==> config.mk <==
export PLATFORM = sky130hd
export DESIGN_NAME = pulse_count_backlight_controller
export DESIGN_NICKNAME = d
export VERILOG_FILES = /design/src/hdl/pcbl_pkg.sv /design/src/hdl/pulse_count_backlight_controller.sv /design/src/hdl/pcbl_core.sv
export SDC_FILE = /design/constraint.sdc
export NUM_CORES = 1
export LEC_CHECK = 0
export BUFFER_PORTS_ARGS = -buffer_cell sky130_fd_sc_hd__buf_2
export CORE_ASPECT_RATIO = 1.4
export CORE_UTILIZATION = 50
export DETAILED_ROUTE_END_ITERATION = 8
export GPL_ROUTABILITY_DRIVEN = 0
export GPL_TIMING_DRIVEN = 0
export PLACE_DENSITY = 0.75
export SYNTH_ARGS = -nofsm -noshare
export SYNTH_HDL_FRONTEND = slang
export SYNTH_SLANG_ARGS = --single-unit
==> constraint.sdc <==
create_clock -name clk_i -period 5.6 [get_ports clk_i]
set_input_delay 0.84 -clock clk_i [delete_from_list [all_inputs] [get_ports clk_i]]
set_output_delay 0.84 -clock clk_i [all_outputs]
set_load 0.01 [all_outputs]
==> src/hdl/pcbl_pkg.sv <==
// Shared types, constants and helpers for the pulse-count backlight controller.
`default_nettype none

package pcbl_pkg;

  localparam int unsigned TableEntriesDef = 8;
  localparam int unsigned StepCountDef    = 32;

  localparam int unsigned LevelW  = 8;
  localparam int unsigned StepW   = 6;
  localparam int unsigned PulseW  = 5;
  localparam int unsigned SizeW   = 4;
  localparam int unsigned PrevW   = 7;
  localparam int unsigned TblIdxW = 3;
  localparam int unsigned LevelsW = 64;
  localparam int unsigned StepsW  = 48;
  localparam int unsigned CfgDataW = 64;
  localparam int unsigned CfgIdxW  = 3;
  localparam int unsigned ResW     = 18;
  localparam int unsigned OutDataW = 24;

  typedef enum logic [1:0] {
    ActSkip     = 2'd0,
    ActShutdown = 2'd1,
    ActAdjust   = 2'd2
  } action_e;

  typedef enum logic [CfgIdxW-1:0] {
    RegTableLevels  = 3'd0,
    RegTableSteps   = 3'd1,
    RegTableSize    = 3'd2,
    RegPwmPresent   = 3'd3,
    RegBootStep     = 3'd4,
    RegUpdatesEn    = 3'd5,
    RegMinBright    = 3'd6,
    RegDefaultBright = 3'd7
  } cfg_reg_e;

  typedef struct packed {
    logic [LevelsW-1:0] table_levels;
    logic [StepsW-1:0]  table_steps;
    logic [SizeW-1:0]   table_size;
    logic               pwm_line_present;
    logic               updates_enabled;
    logic [LevelW-1:0]  dim_threshold;
  } cfg_t;

  typedef struct packed {
    logic [PrevW-1:0]  previous_step;
    logic [LevelW-1:0] current_level;
    logic              pwm_line_high;
  } state_t;

  // Packed so that the last result field sits in the lowest bits.
  typedef struct packed {
    logic              dimming;
    logic [StepW-1:0]  target_step;
    logic              pwm_on;
    logic              pwm_off;
    logic [PulseW-1:0] pulse_count;
    logic              enable_first;
    logic              reset_first;
    action_e           action;
  } res_t;

  typedef logic [StepW-1:0] mod_lut_t [64];

  // Residues of 0..63 for a given modulus, built by counting at elaboration.
  function automatic mod_lut_t build_mod_lut(int unsigned m);
    mod_lut_t    lut;
    int unsigned r;
    r = 0;
    for (int i = 0; i < 64; i++) begin
      lut[i] = StepW'(r);
      if (r + 1 == m) begin
        r = 0;
      end else begin
        r = r + 1;
      end
    end
    return lut;
  endfunction

endpackage

`default_nettype wire

==> src/hdl/pulse_count_backlight_controller.sv <==
// Pulse-count backlight controller: top level with channels, registers and state.
//
// Usage: brightness requests enter on the slave stream: s_tdata_i carries the
// level and s_tuser_i the blank flag that forces brightness zero. Each item
// gives exactly one result item on the master stream, which tells the line
// driver what to do: skip, shut the line down, or reset/enable it and send a
// number of pulses, plus the PWM enable moves and the dimming flag.
// Configuration registers are written through the cfg channel (index, data),
// which is always ready; write only while no item is in flight.
// Registers: an accepted item passes the input register, then the result
// register. Throughput: one item per cycle while the receiver takes results,
// set by the combinational lookup and update of the line state in between.
// When the receiver stalls, the result register holds and the input register
// still takes one more item; after that s_tready_o drops until the stall ends.
// Reset clears both stages, sets all registers to their defaults and assumes
// an unknown line step with PWM enable high.
`default_nettype none

module pulse_count_backlight_controller #(
  parameter int unsigned TABLE_ENTRIES = pcbl_pkg::TableEntriesDef,
  parameter int unsigned STEP_COUNT    = pcbl_pkg::StepCountDef
) (
  input  wire logic                          clk_i,
  input  wire logic                          rst_ni,
  // Request stream.
  input  wire logic                          s_tvalid_i,
  output logic                               s_tready_o,
  input  wire logic [pcbl_pkg::LevelW-1:0]   s_tdata_i,   // [7:0] level
  input  wire logic                          s_tuser_i,   // [0] blank
  // Result stream.
  output logic                               m_tvalid_o,
  input  wire logic                          m_tready_i,
  // [1:0] action, [2] reset_first, [3] enable_first, [8:4] pulse_count,
  // [9] pwm_off, [10] pwm_on, [16:11] target_step, [17] dimming, [23:18] zero
  output logic [pcbl_pkg::OutDataW-1:0]      m_tdata_o,
  // Configuration write channel.
  input  wire logic                          cfg_valid_i,
  output logic                               cfg_ready_o,
  input  wire logic [pcbl_pkg::CfgIdxW-1:0]  cfg_addr_i,
  input  wire logic [pcbl_pkg::CfgDataW-1:0] cfg_data_i
);
  import pcbl_pkg::*;

  cfg_t              cfg_q;
  state_t            state_q, state_d, state_core;
  res_t              res_core;
  res_t              res_q;
  logic              in_valid_q;
  logic [LevelW-1:0] level_q;
  logic              blank_q;
  logic              out_valid_q;
  logic              advance;
  logic              cfg_we;

  assign advance     = !out_valid_q || m_tready_i;
  assign s_tready_o  = !in_valid_q || advance;
  assign cfg_ready_o = 1'b1;
  assign cfg_we      = cfg_valid_i && cfg_ready_o;

  pcbl_core #(
    .TABLE_ENTRIES(TABLE_ENTRIES),
    .STEP_COUNT   (STEP_COUNT)
  ) u_core (
    .level_i(level_q),
    .blank_i(blank_q),
    .cfg_i  (cfg_q),
    .state_i(state_q),
    .res_o  (res_core),
    .state_o(state_core)
  );

  // Input register.
  always_ff @(posedge clk_i or negedge rst_ni) begin
    if (!rst_ni) begin
      in_valid_q <= 1'b0;
    end else if (s_tready_o) begin
      in_valid_q <= s_tvalid_i;
    end
  end

  always_ff @(posedge clk_i) begin
    if (s_tready_o && s_tvalid_i) begin
      level_q <= s_tdata_i;
      blank_q <= s_tuser_i;
    end
  end

  // Result register.
  always_ff @(posedge clk_i or negedge rst_ni) begin
    if (!rst_ni) begin
      out_valid_q <= 1'b0;
    end else if (advance) begin
      out_valid_q <= in_valid_q;
    end
  end

  always_ff @(posedge clk_i) begin
    if (advance && in_valid_q) begin
      res_q <= res_core;
    end
  end

  assign m_tvalid_o = out_valid_q;
  assign m_tdata_o  = {(OutDataW-ResW)'(0), res_q};

  // Line state: updated as an item moves into the result register, or
  // loaded by the boot step and default brightness registers.
  always_comb begin
    state_d = state_q;
    if (advance && in_valid_q) begin
      state_d = state_core;
    end
    if (cfg_we && cfg_addr_i == RegBootStep) begin
      state_d.previous_step = cfg_data_i[PrevW-1:0];
    end
    if (cfg_we && cfg_addr_i == RegDefaultBright) begin
      state_d.current_level = cfg_data_i[LevelW-1:0];
    end
  end

  always_ff @(posedge clk_i or negedge rst_ni) begin
    if (!rst_ni) begin
      state_q.previous_step <= '1;
      state_q.current_level <= '0;
      state_q.pwm_line_high <= 1'b1;
    end else begin
      state_q <= state_d;
    end
  end

  always_ff @(posedge clk_i or negedge rst_ni) begin
    if (!rst_ni) begin
      cfg_q.table_levels     <= '0;
      cfg_q.table_steps      <= '0;
      cfg_q.table_size       <= SizeW'(1);
      cfg_q.pwm_line_present <= 1'b0;
      cfg_q.updates_enabled  <= 1'b1;
      cfg_q.dim_threshold    <= '0;
    end else if (cfg_we) begin
      case (cfg_addr_i)
        RegTableLevels: cfg_q.table_levels     <= cfg_data_i[LevelsW-1:0];
        RegTableSteps:  cfg_q.table_steps      <= cfg_data_i[StepsW-1:0];
        RegTableSize:   cfg_q.table_size       <= cfg_data_i[SizeW-1:0];
        RegPwmPresent:  cfg_q.pwm_line_present <= cfg_data_i[0];
        RegUpdatesEn:   cfg_q.updates_enabled  <= cfg_data_i[0];
        RegMinBright:   cfg_q.dim_threshold    <= cfg_data_i[LevelW-1:0];
        default: ;
      endcase
    end
  end

`ifndef SYNTHESIS
  // Starting from an unknown step always passes through the enable sequence.
  a_reset_implies_enable: assert property (@(posedge clk_i) disable iff (!rst_ni)
    (m_tvalid_o && res_q.reset_first) |-> res_q.enable_first)
    else $error("reset_first without enable_first");

  a_shutdown_clean: assert property (@(posedge clk_i) disable iff (!rst_ni)
    (m_tvalid_o && res_q.action == ActShutdown) |->
      (res_q.pulse_count == '0 && !res_q.pwm_on && res_q.target_step == '0))
    else $error("shutdown result carries a step sequence");

  a_skip_clean: assert property (@(posedge clk_i) disable iff (!rst_ni)
    (m_tvalid_o && res_q.action == ActSkip) |->
      (!res_q.reset_first && !res_q.enable_first && res_q.pulse_count == '0 &&
       !res_q.pwm_off && !res_q.pwm_on && res_q.target_step == '0))
    else $error("skipped result carries a line action");

  a_pwm_exclusive: assert property (@(posedge clk_i) disable iff (!rst_ni)
    m_tvalid_o |-> !(res_q.pwm_on && res_q.pwm_off))
    else $error("PWM enable driven both ways");

  a_no_pwm_without_line: assert property (@(posedge clk_i) disable iff (!rst_ni)
    (advance && in_valid_q && !cfg_q.pwm_line_present) |=>
      (!res_q.pwm_on && !res_q.pwm_off))
    else $error("PWM move with no PWM line present");
`endif

endmodule

`default_nettype wire

==> src/hdl/pcbl_core.sv <==
// Combinational decision logic: table lookup, line sequence and next state.
`default_nettype none

module pcbl_core #(
  parameter int unsigned TABLE_ENTRIES = pcbl_pkg::TableEntriesDef,
  parameter int unsigned STEP_COUNT    = pcbl_pkg::StepCountDef
) (
  input  wire logic [pcbl_pkg::LevelW-1:0] level_i,
  input  wire logic                        blank_i,
  input  wire pcbl_pkg::cfg_t              cfg_i,
  input  wire pcbl_pkg::state_t            state_i,
  output pcbl_pkg::res_t                   res_o,
  output pcbl_pkg::state_t                 state_o
);
  import pcbl_pkg::*;

  localparam mod_lut_t ModLut = build_mod_lut(STEP_COUNT);

  logic [LevelW-1:0]  bright;
  logic [SizeW-1:0]   size_c;
  logic [TblIdxW-1:0] last_idx;
  logic [LevelW-1:0]  thr [8];
  logic [StepW-1:0]   stp [8];
  logic [StepW-1:0]   tgt;
  logic               found;
  logic               skip;
  logic               prev_neg;
  logic               prev_zero;
  logic [StepW-1:0]   p_eff;
  logic [StepW-1:0]   tgt_m;
  logic [StepW-1:0]   p_m;
  logic [StepW:0]     diff;
  logic [StepW:0]     diff_m;

  always_comb begin
    for (int i = 0; i < 8; i++) begin
      thr[i] = cfg_i.table_levels[LevelW*i +: LevelW];
      stp[i] = cfg_i.table_steps[StepW*i +: StepW];
    end
  end

  assign bright = blank_i ? '0 : level_i;
  assign size_c = (cfg_i.table_size > SizeW'(TABLE_ENTRIES)) ? SizeW'(TABLE_ENTRIES)
                                                            : cfg_i.table_size;
  assign last_idx = size_c[TblIdxW-1:0] - TblIdxW'(1);
  assign skip = (!cfg_i.updates_enabled && state_i.current_level == '0) ||
                (size_c == '0);

  // First band in the descending threshold list that holds the brightness.
  always_comb begin
    found = 1'b0;
    tgt   = stp[last_idx];
    for (int i = 0; i < TABLE_ENTRIES - 1; i++) begin
      if (!found && (SizeW'(i + 1) < size_c) && (bright <= thr[i]) &&
          (bright > thr[i+1])) begin
        found = 1'b1;
        tgt   = stp[i];
      end
    end
    if (bright == '0) begin
      tgt = '0;
    end
  end

  assign prev_neg  = state_i.previous_step[PrevW-1];
  assign prev_zero = (state_i.previous_step == '0);
  assign p_eff     = (prev_neg || prev_zero) ? StepW'(1) : state_i.previous_step[StepW-1:0];
  assign tgt_m     = ModLut[tgt];
  assign p_m       = ModLut[p_eff];
  assign diff      = {1'b0, tgt_m} + (StepW+1)'(STEP_COUNT) - {1'b0, p_m};
  assign diff_m    = (diff >= (StepW+1)'(STEP_COUNT)) ? diff - (StepW+1)'(STEP_COUNT) : diff;

  always_comb begin
    res_o   = '0;
    state_o = state_i;
    if (!skip) begin
      res_o.target_step     = tgt;
      state_o.current_level = bright;
      if (tgt == '0) begin
        res_o.action          = ActShutdown;
        res_o.pwm_off         = cfg_i.pwm_line_present;
        state_o.previous_step = '0;
        if (cfg_i.pwm_line_present) begin
          state_o.pwm_line_high = 1'b0;
        end
      end else begin
        res_o.action          = ActAdjust;
        res_o.reset_first     = prev_neg;
        res_o.enable_first    = prev_neg || prev_zero;
        res_o.pulse_count     = diff_m[PulseW-1:0];
        res_o.pwm_on          = cfg_i.pwm_line_present && !state_i.pwm_line_high;
        state_o.previous_step = {1'b0, tgt};
        if (cfg_i.pwm_line_present) begin
          state_o.pwm_line_high = 1'b1;
        end
      end
    end
    res_o.dimming = (state_o.current_level <= cfg_i.dim_threshold);
  end

endmodule

`default_nettype wire

# After elaboration in Yosys (flattened, before gate mapping)
# Memories as Yosys holds them, arrays and structs flattened.
# Index checks and enable logic that the tools add are counted.
# totals
ff_bits	171
romBits	768
inputBits	81
output_inout_bits	27
word_cells	159
mem_count	2
# classes
addsub	4
magnitude_cmp	27
n_eq_ne	8
n_mux	34
bitwise	5
reduce_logical	58
# memory_table
name	depth	word_bits	rd	rd_ports_with_merged_regs	wr	line	source
(name not given)	64	6	1	0	0	pcbl_core.sv:68	assign tgt_m = ModLut[tgt];
(name not given)	64	6	1	0	0	pcbl_core.sv:69	assign p_m = ModLut[p_eff];
# op_table
cell	n
2-to-1 mux 6 bit	16
less-or-equal comparator 8 bit	8
greater-than comparator 8 bit	7
2-to-1 mux 16 bit	2
logical AND 1 bit	26
binary-select mux 6 bit (select 3 bit)	1
logical NOT 8 bit	2
less-than comparator 3 x 4 -> 1 bit (first input constant)	4
2-to-1 mux 8 bit	2
greater-or-equal comparator 7 bit (second input constant)	2
inverter 6 -> 7 bit	2
AND reduction 2 bit	7
== test 3 bit (second input constant)	4
logical NOT 1 bit	10
2-to-1 mux 1 bit	9
less-than comparator 2 x 4 -> 1 bit (first input constant)	2
adder 6 x 6 -> 7 bit (second input constant)	1
greater-or-equal comparator 7 x 6 -> 1 bit (second input constant)	1
logical NOT 7 bit	1
2-to-1 mux 7 bit	1
subtractor 7 x 6 -> 7 bit	1
== test 3 x 2 -> 1 bit (second input constant)	2
logical NOT 6 bit	1
2-to-1 mux 5 bit	1
other kinds (17)	23

# Logic depth before layout (Yosys ltp)
# Gate-level depths: netlist of run 1.
# logic_depth
depth_word	45
depth_mapped	22
ltp_nobuf	19

# Modules after synthesis
# Synthesis of run 1 repeated with hierarchy kept, for this count alone.
# unflattened
hier_cells	911
area_unflattened_um2	10229.8
# by_module_without_submodules
mod	n_inst	cells_each	area_each_um2	seq_area_each_um2
pulse_count_backlight_controller	1	400	6491.2	4426.7
pcbl_core	1	511	3738.6	0.0

# Worst setup path after synthesis of run 1
# OpenSTA, ideal clock, no wires.
# synth_timing
kind	flip-flop to flip-flop
startpoint	register blank_q
endpoint	register res_q, in the netlist m_tdata_o[8], data pin
setup_ns	0.278
t_arrival_ns	4.241
required_time_ns	5.322
slack_ns	1.081
stages_incl_launch_ff	22
n_path_buf	2
synth_period_minus_slack_ns	4.519
path_cell_list	edfxtp_1 clkbuf_1 nor2b_1 ha_1 nor2b_1 o211ai_1 a211o_1 nand2_1 or3_1 buf_6 nor4_4 a32oi_1 o22ai_2 inv_1 ha_1 fa_1 inv_1 a21o_1 a21oi_1 xnor2_1 xnor2_1 a211oi_1
# synth_via
elab_chain_len	44
elab_cells_between_ends	67
cone_classes	add/sub: 3; order compare: 15; mux: 18; bitwise: 1; reduce/logical: 29; memory: 1
# synth_rtl
item	line	source
start, declared	pulse_count_backlight_controller.sv:50	logic blank_q;
start signal, assigned	pulse_count_backlight_controller.sv:84	blank_q <= s_tuser_i;
2-to-1 mux 8 bit (*)	pcbl_core.sv:42	assign bright = blank_i ? '0 : level_i;
less-or-equal comparator 8 bit	pcbl_core.sv:54	if (!found && (SizeW'(i + 1) < size_c) && (bright <= thr[i]) &&
logical AND 1 bit (2 in series)	pcbl_core.sv:54	
2-to-1 mux 1 bit	pcbl_core.sv:54	
logical NOT 1 bit	pcbl_core.sv:54	
logical AND 1 bit (3 in series)	pcbl_core.sv:54	
2-to-1 mux 1 bit	pcbl_core.sv:54	
logical NOT 1 bit	pcbl_core.sv:54	
[24 not listed]	n/a	
2-to-1 mux 6 bit (*)	pcbl_core.sv:60	if (bright == '0) begin
inverter 6 -> 7 bit (not written as such)	pcbl_core.sv:68	
memory (64 x 6 bit)	n/a	
2-to-1 mux 6 bit (not written as such) (2 in series)	pcbl_core.sv:68	
adder 6 x 6 -> 7 bit	pcbl_core.sv:70	assign diff = {1'b0, tgt_m} + (StepW+1)'(STEP_COUNT) - {1'b0, p_m};
subtractor 7 x 6 -> 7 bit	pcbl_core.sv:70	
greater-or-equal comparator 7 x 6 -> 1 bit or subtractor 5 x 1 -> 5 bit (tied branches)	pcbl_core.sv:71	assign diff_m = (diff >= (StepW+1)'(STEP_COUNT)) ? diff - (StepW+1)'(STEP_COUNT) : diff;
2-to-1 mux 5 bit	pcbl_core.sv:71	
end signal, assigned	pulse_count_backlight_controller.sv:99	res_q <= res_core;
end, declared	pulse_count_backlight_controller.sv:47	res_t res_q;
# Mark *: on every way between the ends. The rest lies on a longest branch, timed or not. The select of a mux whose other input is x is not followed.
# A chain may end at the register's enable or synchronous reset.

# Worst setup path in the final report of run 1
# Ends and elaborated chain as after synthesis.

==> results.ini, run 1 <==
[run_status]
status = finished clean

[placed_design]
dp.cells = 1288
post-dp-hpwl_mm = 18.9
numPortBuffers = 100

[drt]
first_iter_violations = 694
drcViolationCount = 0
wl_per_cell_um = 19.2
ant_nets = 0
dr_total_vias = 7647
viasPerCell = 5.80
drtPass1Iterations = 6
wl_mm = 25.4

[finish]
multi_input_area_um2 = 4890
diodes = 0
instances_no_fill = 1319
n_fill_cell = 1669
nets = 1219
layout.area.seq_um2 = 4430
drive_gt1_share_pct = 24.3
synthToLayoutAreaGrowth_pct = 15.0

[cts]
clock_path_buffers = 2
root_buffer = clkbuf_16
cts_max_level = 4
cts_setup_buffers = 0
path_clk_slew_ps = 70
clk_latency_ps = 430
cts.sinks = 171
cts_buffers = 17
cts_hold_buf = 0
cts_tree = built

[setup_path]
setup.worst_path.end_class = register
cp.required_ps = 5850
slowest_stage = edfxtp_1
crit_path_cell_trace = nand2b_2 -> ha_1 -> nand4_1 -> o21ai_0 -> nand2_1 -> and2_0 -> nor2_2 -> a32oi_1 -> o22ai_2 -> inv_1 -> ha_1 -> fa_1 -> inv_1 -> a21o_1 -> a21oi_1 -> xnor2_1 -> xnor2_1 -> a211oi_1
reg2reg_to = m_tdata_o[8]
reg2reg_from = blank_q
crit_arrival_ps = 5530
cp_num_buf_inv = 2
reg2regPathDepth = 18
start_kind = register
reg2reg_setup_slack_ps = 320
crit_fanout = 10
critical_path.top_delay_family = simple AND/OR/NAND/NOR gates
max_stage_delay_ps = 670
cp-startpoint = blank_q
crit_path_end = m_tdata_o[8]
worstSetupPathType = register to register
cp_num_cells = 18

[sta]
setup_violations = 0
min_period_ps = 5280
final-hold-violation-count = 0
slew_headroom_pct = 18.4
rsz0062_at_grt = no
tightest_slew_ps = 1210
timing_max_transition_violations_final = 0
whs_ps = 321
finalCritPeriodShare_pct = 94.4
fin_skew_ps = 12.0
fmaxAchievable_ghz = 0.189

[floorplanning]
die_w_um = 120
coreArea_um2 = 19100
rows = 60
io_pins = 108
die-area_um2 = 20000
die_h_um = 167
start_util_pct = 50.9

[grt]
grtUsageTotal_pct = 26.7
first_global_vias = 7620
overflow = 0
grt_max_degree = 102
antenna_found_initial = 0
grt_pass1_wl_mm = 40.5

[run]
drv_cap = 0

[logic_synthesis]
postSynthRegisterBits = 171
synth_cell_type_count = 77
ys.flop_type = dfrtp_1
synth-edff-count = 27
post_synth.cell_area_avg_um2 = 10.4
netlist_instances = 934
yosys_warnings = 0
async_flop_share_pct = 84.2
synth_area_um2 = 9740
yosysSeqAreaShare_pct = 45.5

[power_and_ir_drop]
irDropWorstVdd_uv = 268
cellPowerDensity_nw_per_um2 = 419
leakagePower_nw = 5.02

[worst_hold_path]
hold_path.class = input port to asynchronous set/reset pin

[what timing repair did]
item,in CTS,in global routing
gates resized for setup,7,8
setup endpoints to repair,1,1
cloned,0,0
[routing by layer]
layer / routed length, µm / vias up / global-route usage, %
li1: - / 3570 / -
met1: 10300 / 3688 / 33.0
met2: 12300 / 301 / 44.4
met3: 1400 / 88 / 4.46
met4: 1370 / 0 / 14.0
met5: 0 / - / 0
[registers in the layout, indices dropped and copies added (netlist names)]
name        cells
m_tvalid_o      1
in_valid_q      1
state_q        16
blank_q         1
m_tdata_o      18
level_q         8
cfg_q         126
[cell usage after synthesis, types with 5 or more instances]
cell | n | share of area [%]
a211oi_1 | 8 | 0.62
a21o_1 | 7 | 0.54
a21oi_1 | 43 | 2.2
a22oi_1 | 7 | 0.54
and2_1 | 6 | 0.39
buf_1 | 6 | 0.23
buf_4 | 9 | 0.69
clkbuf_1 | 21 | 0.81
dfrtp_1 | 134 | 34
dfstp_2 | 10 | 2.7
edfxtp_1 | 27 | 8.3
ha_1 | 79 | 10
inv_1 | 81 | 3.1
mux2_2 | 66 | 7.6
mux2i_1 | 16 | 1.6
mux4_2 | 12 | 2.8
nand2_1 | 126 | 4.9
nand2b_1 | 8 | 0.51
nand3_1 | 9 | 0.46
nand4_1 | 12 | 0.77
nor2_1 | 25 | 0.96
nor2b_1 | 17 | 1.1
nor3_1 | 6 | 0.31
nor4_1 | 5 | 0.32
o211ai_1 | 10 | 0.77
o21ai_0 | 93 | 4.8
[worst min-delay path by stage]
stage | to | slack, ps | cells past startpoint
after global routing | cfg_q[117] | 350 | 1
final | cfg_q[123] | 320 | 1
after global placement | m_tvalid_o | 470 | 1
after detailed placement | cfg_q[1] | 470 | 2
after CTS | cfg_q[120] | 340 | 1
after floorplan | cfg_q[1] | 450 | 2
[worst register-to-register path, delay by kind of cell, from the launching register on]
kind | cells | cell delay, ps
AOI/OAI and AO/OA | 6 | 1410
xor gates and xnor gates | 2 | 280
adders and majority gates | 3 | 1100
buffers and inverters | 2 | 190
DFF | 1 | 670
and+or+nand+nor | 5 | 1460
[power breakdown]
part / total, W / internal (W) / switching (W) / leakage (nW)
registers: 0.00179 / 0.00161 / 0.000180 / 1.99
logic: 0.00178 / 0.000788 / 0.000997 / 2.77
clock network: 0.00111 / 0.000622 / 0.000492 / 0.260
total: 0.00469 / 0.00302 / 0.00167 / 5.02
[layout by cell type (no fill, tap or decap), drive strengths merged, types with 10 or more instances in the layout]
| cell type | instances |
|---|---|
| ha | 79 |
| nor2 | 26 |
| mux4 | 12 |
| mux2 | 66 |
| o211ai | 10 |
| nor2b | 17 |
| nand2 | 126 |
| edfxtp | 27 |
| buf | 119 |
| nand4 | 12 |
| inv | 84 |
| dfstp | 10 |
| clkbuf | 41 |
| o21ai | 97 |
| dfrtp | 134 |
| a21oi | 44 |
| mux2i | 17 |
[through the flow]
stage	area, µm²	util (%)	total power [W]	setup slack [ps]	setup TNS, ps
6_report	11200	58.5	0.00469	316	0
5_1_grt	11200	58.5	0.00499	8.78	0
4_1_cts	11200	58.3	0.00469	177	0
3_5_place_dp	10600	55.4	0.00356	-133	-133
3_3_place_gp	10600	55.2	0.00348	-23.5	-23.5
2_1_floorplan	9760	-	0.00306	1080	0
[cell type report]
class | count | area share [%]
multi-input cells | 647 | 43.6
flip-flops and latches | 171 | 39.5
repair buffers | 101 | 4.77
clock buffers | 21 | 4.02
well taps | 248 | 2.77
inverters | 82 | 2.75
plain buffers | 38 | 1.66
clock inverters | 11 | 0.860
[cell families after synthesis]
kind of cell / Yosys count / share of synthesized area, %
and+or+nand+nor: 240 / 12.0
AOI/OAI and AO/OA: 221 / 14.5
DFF: 171 / 45.5
buffers and inverters: 121 / 5.11
muxes: 95 / 12.2
adders and majority gates: 80 / 10.4
xor gates and xnor gates: 4 / 0.360
other: 2 / 0.0771
Note: power is estimated with default switching activity, not from simulation.
==> run 2, diff against run 1 <==
- ABC_AREA: default -> 1
==> results.ini, run 2 <==
[drt]
wl_mm = 25.8  ; +1.6%
first_iter_violations = 682  ; -1.7%
drcViolationCount = 0  ; unchanged
dr_total_vias = 8689  ; +14%
viasPerCell = 5.26  ; -9.3%
ant_nets = 0  ; unchanged
drtPass1Iterations = 6  ; unchanged
wl_per_cell_um = 15.6  ; -19%

[sta]
min_period_ps = 4610  ; -673 ps
fmaxAchievable_ghz = 0.217  ; +15%
slew_headroom_pct = 52.6  ; +34 points
rsz0062_at_grt = no
setup_violations = 0  ; unchanged
tns_ps = 0  ; unchanged
tightest_slew_ps = 711  ; -504 ps
fin_skew_ps = 15.9  ; +3.87 ps
timing_max_transition_violations_final = 0  ; unchanged
final-hold-violation-count = 0  ; unchanged
fin_ws_ps = 989  ; +673 ps
finalCritPeriodShare_pct = 82.3  ; -12 points

[finish]
final_common_cell = nand2_1
design_area_um2 = 11400  ; +2.2%
drive_gt1_share_pct = 13.8  ; -10 points
synthToLayoutAreaGrowth_pct = 14.5
top_register = cfg_q
nets = 1553  ; +27%
final_cell_mix = 333 x nand2_1, 218 x inv_1, 143 x o21ai_0
largest_reg_flops = 126  ; unchanged
instances_no_fill = 1653  ; +25%
diodes = 0  ; unchanged

[floorplanning]
io_pins = 108  ; unchanged
coreArea_um2 = 19400  ; +1.2%
die_h_um = 169  ; +1.3%
start_util_pct = 51.6  ; +0.75 points
rows = 60  ; unchanged
die-area_um2 = 20600  ; +2.6%
die_w_um = 122  ; +1.3%

[grt]
grt_pass1_wl_mm = 41.4  ; +2.2%
antenna_found_initial = 0  ; unchanged
first_global_vias = 8482  ; +11%
overflow = 0  ; unchanged
grt_max_degree = 82  ; -20%
grtUsageTotal_pct = 26.5  ; -0.13 points

[cts]
cts_setup_buffers = 0  ; unchanged
cts_hold_buf = 0  ; unchanged
cts_tree = built
clock_path_buffers = 2  ; unchanged
clk_latency_ps = 440  ; about the same
cts_resized = 0  ; -7
cts_buffers = 17  ; unchanged
path_clk_slew_ps = 70  ; about the same
cts_max_level = 4  ; unchanged
root_buffer = clkbuf_16
cts.sinks = 171  ; unchanged

[setup_path]
cp.required_ps = 5780  ; -70 ps
setup.worst_path.end_class = register
start_kind = register
crit_arrival_ps = 4790  ; -740 ps
crit_fanout = 10  ; unchanged
worstSetupPathType = register to register

[logic_synthesis]
synth.most_common_cell = nand2_1
ys_top_cells_by_count = 333 x nand2_1, 218 x inv_1, 143 x o21ai_0
ys.flop_type = dfrtp_1
async_flop_share_pct = 84.2  ; unchanged
synth_top_area_share_pct = 33.5  ; -0.89 points
synth_cell_type_count = 47  ; -39%
postSynthRegisterBits = 171  ; unchanged
yosysTopAreaCell = dfrtp_1
yosys_warnings = 0  ; unchanged
synth_area_um2 = 10000  ; +2.7%
synth.area.top_cells = dfrtp_1 34%, nand2_1 13%, ha_1 9.9%
post_synth.cell_area_avg_um2 = 7.89  ; -24%
netlist_instances = 1267  ; +36%
yosysSeqAreaShare_pct = 44.3  ; -1.2 points
synth-edff-count = 27  ; unchanged

[placed_design]
dp.cells = 1621  ; +26%
post-dp-hpwl_mm = 19.3  ; +1.9%
pre_cts_slack_ps = 1080  ; +1210 ps
numPortBuffers = 100  ; unchanged
dpl-instance-area_um2 = 10900  ; +2.4%

[worst_hold_path]
hold_path.class = input port to asynchronous set/reset pin

[run]
drv_cap = 0  ; unchanged

[power_and_ir_drop]
irDropWorstVdd_uv = 267  ; -0.27%
total_power_w = 0.00485  ; +3.4%
cellPowerDensity_nw_per_um2 = 423  ; +1.1%
leakagePower_nw = 6.02  ; +20%

[run_status]
status = finished clean

## run 2: cell count changes after synthesis, sizes merged, moves of 7 or more
cell    before  now
inv         82  222
nand3        9   57
nand2      126  342
mux4        12    0
and2         8    1
nand2b       8    0
o21ai       97  160
nor2b       17    0
nor2        26   77
a211oi       9    1
a22oi        7    0
mux2        66    2
mux2i       17    0
a21oi       44   52
## run 2: metrics by stage
stage	hold WS, ps	utilization, %
global route	434	59.1
global placement	466	55.9
finish	382	59.1
detailed placement	473	56.1
floorplan	453	-
CTS	404	59.1
## run 2: layout make-up
cell class | instances | area (µm²)
Clock inverter | 7 | 81.3
Sequential cell | 171 | 4430
Inverter | 225 | 847
Multi-Input combinational cell | 832 | 4520
Tap cell | 248 | 310
Buffer | 44 | 223
Fill cell | 1797 | 7920
Clock buffer | 25 | 507
Timing Repair Buffer | 101 | 534
## run 2: critical path, cell delays in order, from the launching register on
cell      delay [ps]
edfxtp_1         360
inv_1            190
nand2_1          110
inv_1            500
ha_1             370
a21oi_1          150
nor2_1            50
nor3_1           160
nand2_1           80
nand2_1          150
nand2_1           70
nor2_1           230
nor2_1           130
nand3_2          130
buf_6            150
o21ai_1           60
inv_1             50
nand2_1           50
nand2_1           50
nand2_1          140
ha_1             290
fa_1             470
inv_1             70
a31oi_1           90
nand3_1           90
nand2_1           50
inv_1             60
nor2_2            30
## run 2: metal layers
layer / track usage [%] / vias to the layer above / routed length, µm / part of all wire [%]
li1: - / 4289 / - / -
met1: 29.7 / 4025 / 10100 / 39
met2: 46.6 / 279 / 13100 / 51
met3: 3.97 / 96 / 1000 / 3.9
met4: 17.0 / 0 / 1510 / 5.9
met5: 0 / - / 0 / 0
## run 2: report_power, final
part | internal (W) | switching [W]
Combinational | 0.000694 | 0.00123
Clock | 0.000680 | 0.000498
Sequential | 0.00160 | 0.000151
Total | 0.00297 | 0.00188
## run 2: final timing paths
check                          start      endpoint  slack [ps]  depth (start not counted)
min reg2reg                cfg_q[88]     cfg_q[88]         480                          2
min in group clk_i         cfg_q[88]     cfg_q[88]         480                          2
min                           rst_ni     cfg_q[80]         380                          1
max in group asynchronous     rst_ni     cfg_q[10]        4370                          2
max reg2reg                  blank_q  m_tdata_o[8]         990                         27
max                          blank_q  m_tdata_o[8]         990                         27
## run 2: kinds of logic after synthesis
kind of cell	Yosys count	share of synthesized area [%]
DFF	171	44.3
buffers and inverters	269	10.7
and+or+nand+nor	499	21.4
muxes	2	0.225
AOI/OAI and AO/OA	242	13.1
other	2	0.0751
xor gates and xnor gates	2	0.175
adders and majority gates	80	10.1
==> run 3, diff against run 2 <==
- PLACE_DENSITY: 0.75 -> 0.77
- clock period: 5.6 -> 4.24 ns (I/O delays scaled with it)
==> results.ini, run 3 (synthesis gave the netlist of run 2 again) <==
[setup_path]
critPathMostFrequentCell = inv_1
critical_path.top_delay_family = buffers and inverters
setup.worst_path.end_class = register
cp_num_buf_inv = 10  ; +4
crit_fanout = 10  ; unchanged
worstSetupPathType = register to register
crit_arrival_ps = 4310  ; -480 ps
max_stage_delay_ps = 380  ; -120 ps
cp.required_ps = 4430  ; -1350 ps
slowest_stage = edfxtp_1
start_kind = register

[power_and_ir_drop]
pwr-share-clk_pct = 24.0  ; -0.3 points
p_comb_share_pct = 41.1  ; +1.5 points
switching_power_w = 0.00260  ; +39%
leakagePower_nw = 6.12  ; +1.7%
cellPowerDensity_nw_per_um2 = 559  ; +32%
irDropWorstVdd_uv = 335  ; +25%
power_frac_seq_pct = 34.8  ; -1.3 points
switching_share_pct = 39.2  ; +0.49 points
p_int_w = 0.00404  ; +36%

[drt]
drcViolationCount = 0  ; unchanged
viasPerCell = 5.34  ; +1.6%
ant_nets = 0  ; unchanged
wl_mm = 26.7  ; +3.6%
first_iter_violations = 634  ; -7.0%
drtPass1Iterations = 7  ; +1
dr_total_vias = 8933  ; +2.8%
wl_per_cell_um = 16.0  ; +2.4%

[grt]
overflow = 0  ; unchanged
grtUsageTotal_pct = 27.1  ; +0.56 points
antenna_found_initial = 0  ; unchanged
grt_pass1_wl_mm = 42.4  ; +2.6%
grt_max_degree = 90  ; +9.8%
first_global_vias = 8687  ; +2.4%

[cts]
cts_hold_buf = 0  ; unchanged
cts.sinks = 171  ; unchanged
cts_max_level = 4  ; unchanged
path_clk_slew_ps = 70  ; about the same
clk_latency_ps = 450  ; about the same
clock_path_buffers = 2  ; unchanged
root_buffer = clkbuf_16
cts_buffers = 17  ; unchanged
cts_tree = built

[placed_design]
post-dp-hpwl_mm = 19.1  ; -1.0%
numPortBuffers = 100  ; unchanged
pre_cts_slack_ps = -289  ; -1370 ps

[finish]
largest_reg_flops = 126  ; unchanged
final_cell_mix = 320 x nand2_1, 209 x inv_1, 142 x o21ai_0
fin_util_pct = 61.4  ; +2.3 points
nets = 1573  ; +1.3%
final_common_cell = nand2_1
synthToLayoutAreaGrowth_pct = 19.0
diodes = 0  ; unchanged
n_fill_cell = 1672  ; -7.0%
top_register = cfg_q
drive_gt1_share_pct = 18.0  ; +4.2 points

[run]
drv_cap = 0  ; unchanged

[sta]
finalCritPeriodShare_pct = 97.0  ; +15 points
min_period_ps = 4110  ; -498 ps
tightest_slew_ps = 702  ; -8.38 ps
rsz0062_at_grt = yes
whs_ps = 143  ; -239 ps
fin_skew_ps = 20.5  ; +4.54 ps
final-hold-violation-count = 0  ; unchanged
setup_violations = 0  ; unchanged
fmaxAchievable_ghz = 0.243  ; +12%
fin_ws_ps = 127  ; -862 ps
slew_headroom_pct = 53.1  ; +0.56 points
timing_max_transition_violations_final = 0  ; unchanged

[floorplanning]
io_pins = 108  ; unchanged
start_util_pct = 51.6  ; unchanged
die_w_um = 122  ; unchanged
die-area_um2 = 20600  ; unchanged
coreArea_um2 = 19400  ; unchanged
die_h_um = 169  ; unchanged
rows = 60  ; unchanged

[worst_hold_path]
hold_path.class = input port to asynchronous set/reset pin

[run_status]
status = finished clean

run 3: worst paths after layout:
check | slack [ps] | depth (start not counted) | endpoint | from
min reg2reg | 480 | 2 | cfg_q[46] | cfg_q[46]
min in group clk_i | 360 | 1 | level_q[5] | s_tdata_i[5]
max | 130 | 29 | m_tdata_o[8] | blank_q
max in group asynchronous | 3250 | 2 | cfg_q[10] | rst_ni
min | 140 | 1 | cfg_q[83] | rst_ni
max reg2reg | 130 | 29 | m_tdata_o[8] | blank_q
run 3: power groups by stage:
stage / Sequential [W] / Clock (W) / Combinational [W]
after floorplan: 0.00232 / 0 / 0.00180
after global placement: 0.00232 / 0 / 0.00239
after detailed placement: 0.00233 / 0 / 0.00247
after CTS: 0.00231 / 0.00161 / 0.00254
after global routing: 0.00235 / 0.00168 / 0.00309
final: 0.00232 / 0.00160 / 0.00273
run 3: what timing repair did:
item | 4_1_cts | 5_1_grt
pin swaps | 2 | 9
buffers inserted | 16 | 4
setup endpoints to repair | 4 | 3
resized for setup | 17 | 33
run 3: worst register-to-register path: cells and delay by family (launching register included):
family	cells	cell delay (ps)
adders and majority gates	2	540
DFF	1	380
AOI/OAI and AO/OA	4	730
buffers and inverters	10	1110
and+or+nand+nor	13	1100
run 3: final cells by class:
cell class	count	area (µm²)	area share (%)
Clock inverter	13	156	1.31
Sequential cell	171	4430	37.2
Inverter	225	877	7.37
Clock buffer	19	433	3.64
Tap cell	248	310	2.61
Buffer	44	226	1.90
Multi-Input combinational cell	832	4690	39.5
Timing Repair Buffer	121	772	6.49
run 3: per-stage QoR:
step	cells	cell area, µm²	total power (W)	TNS [ps]
after global routing	1673	11900	0.00712	-85.8
after global placement	1620	10800	0.00472	-465
after detailed placement	1621	10900	0.00480	-509
after floorplan	1272	10000	0.00412	0
final	1673	11900	0.00665	0
after CTS	1669	11700	0.00645	0
run 3: routing by layer:
metal	part of all wire, %	global-route usage (%)
met2	50	45.8
met4	6.4	19.1
met5	0	0
met3	4.3	3.93
met1	39	31.3
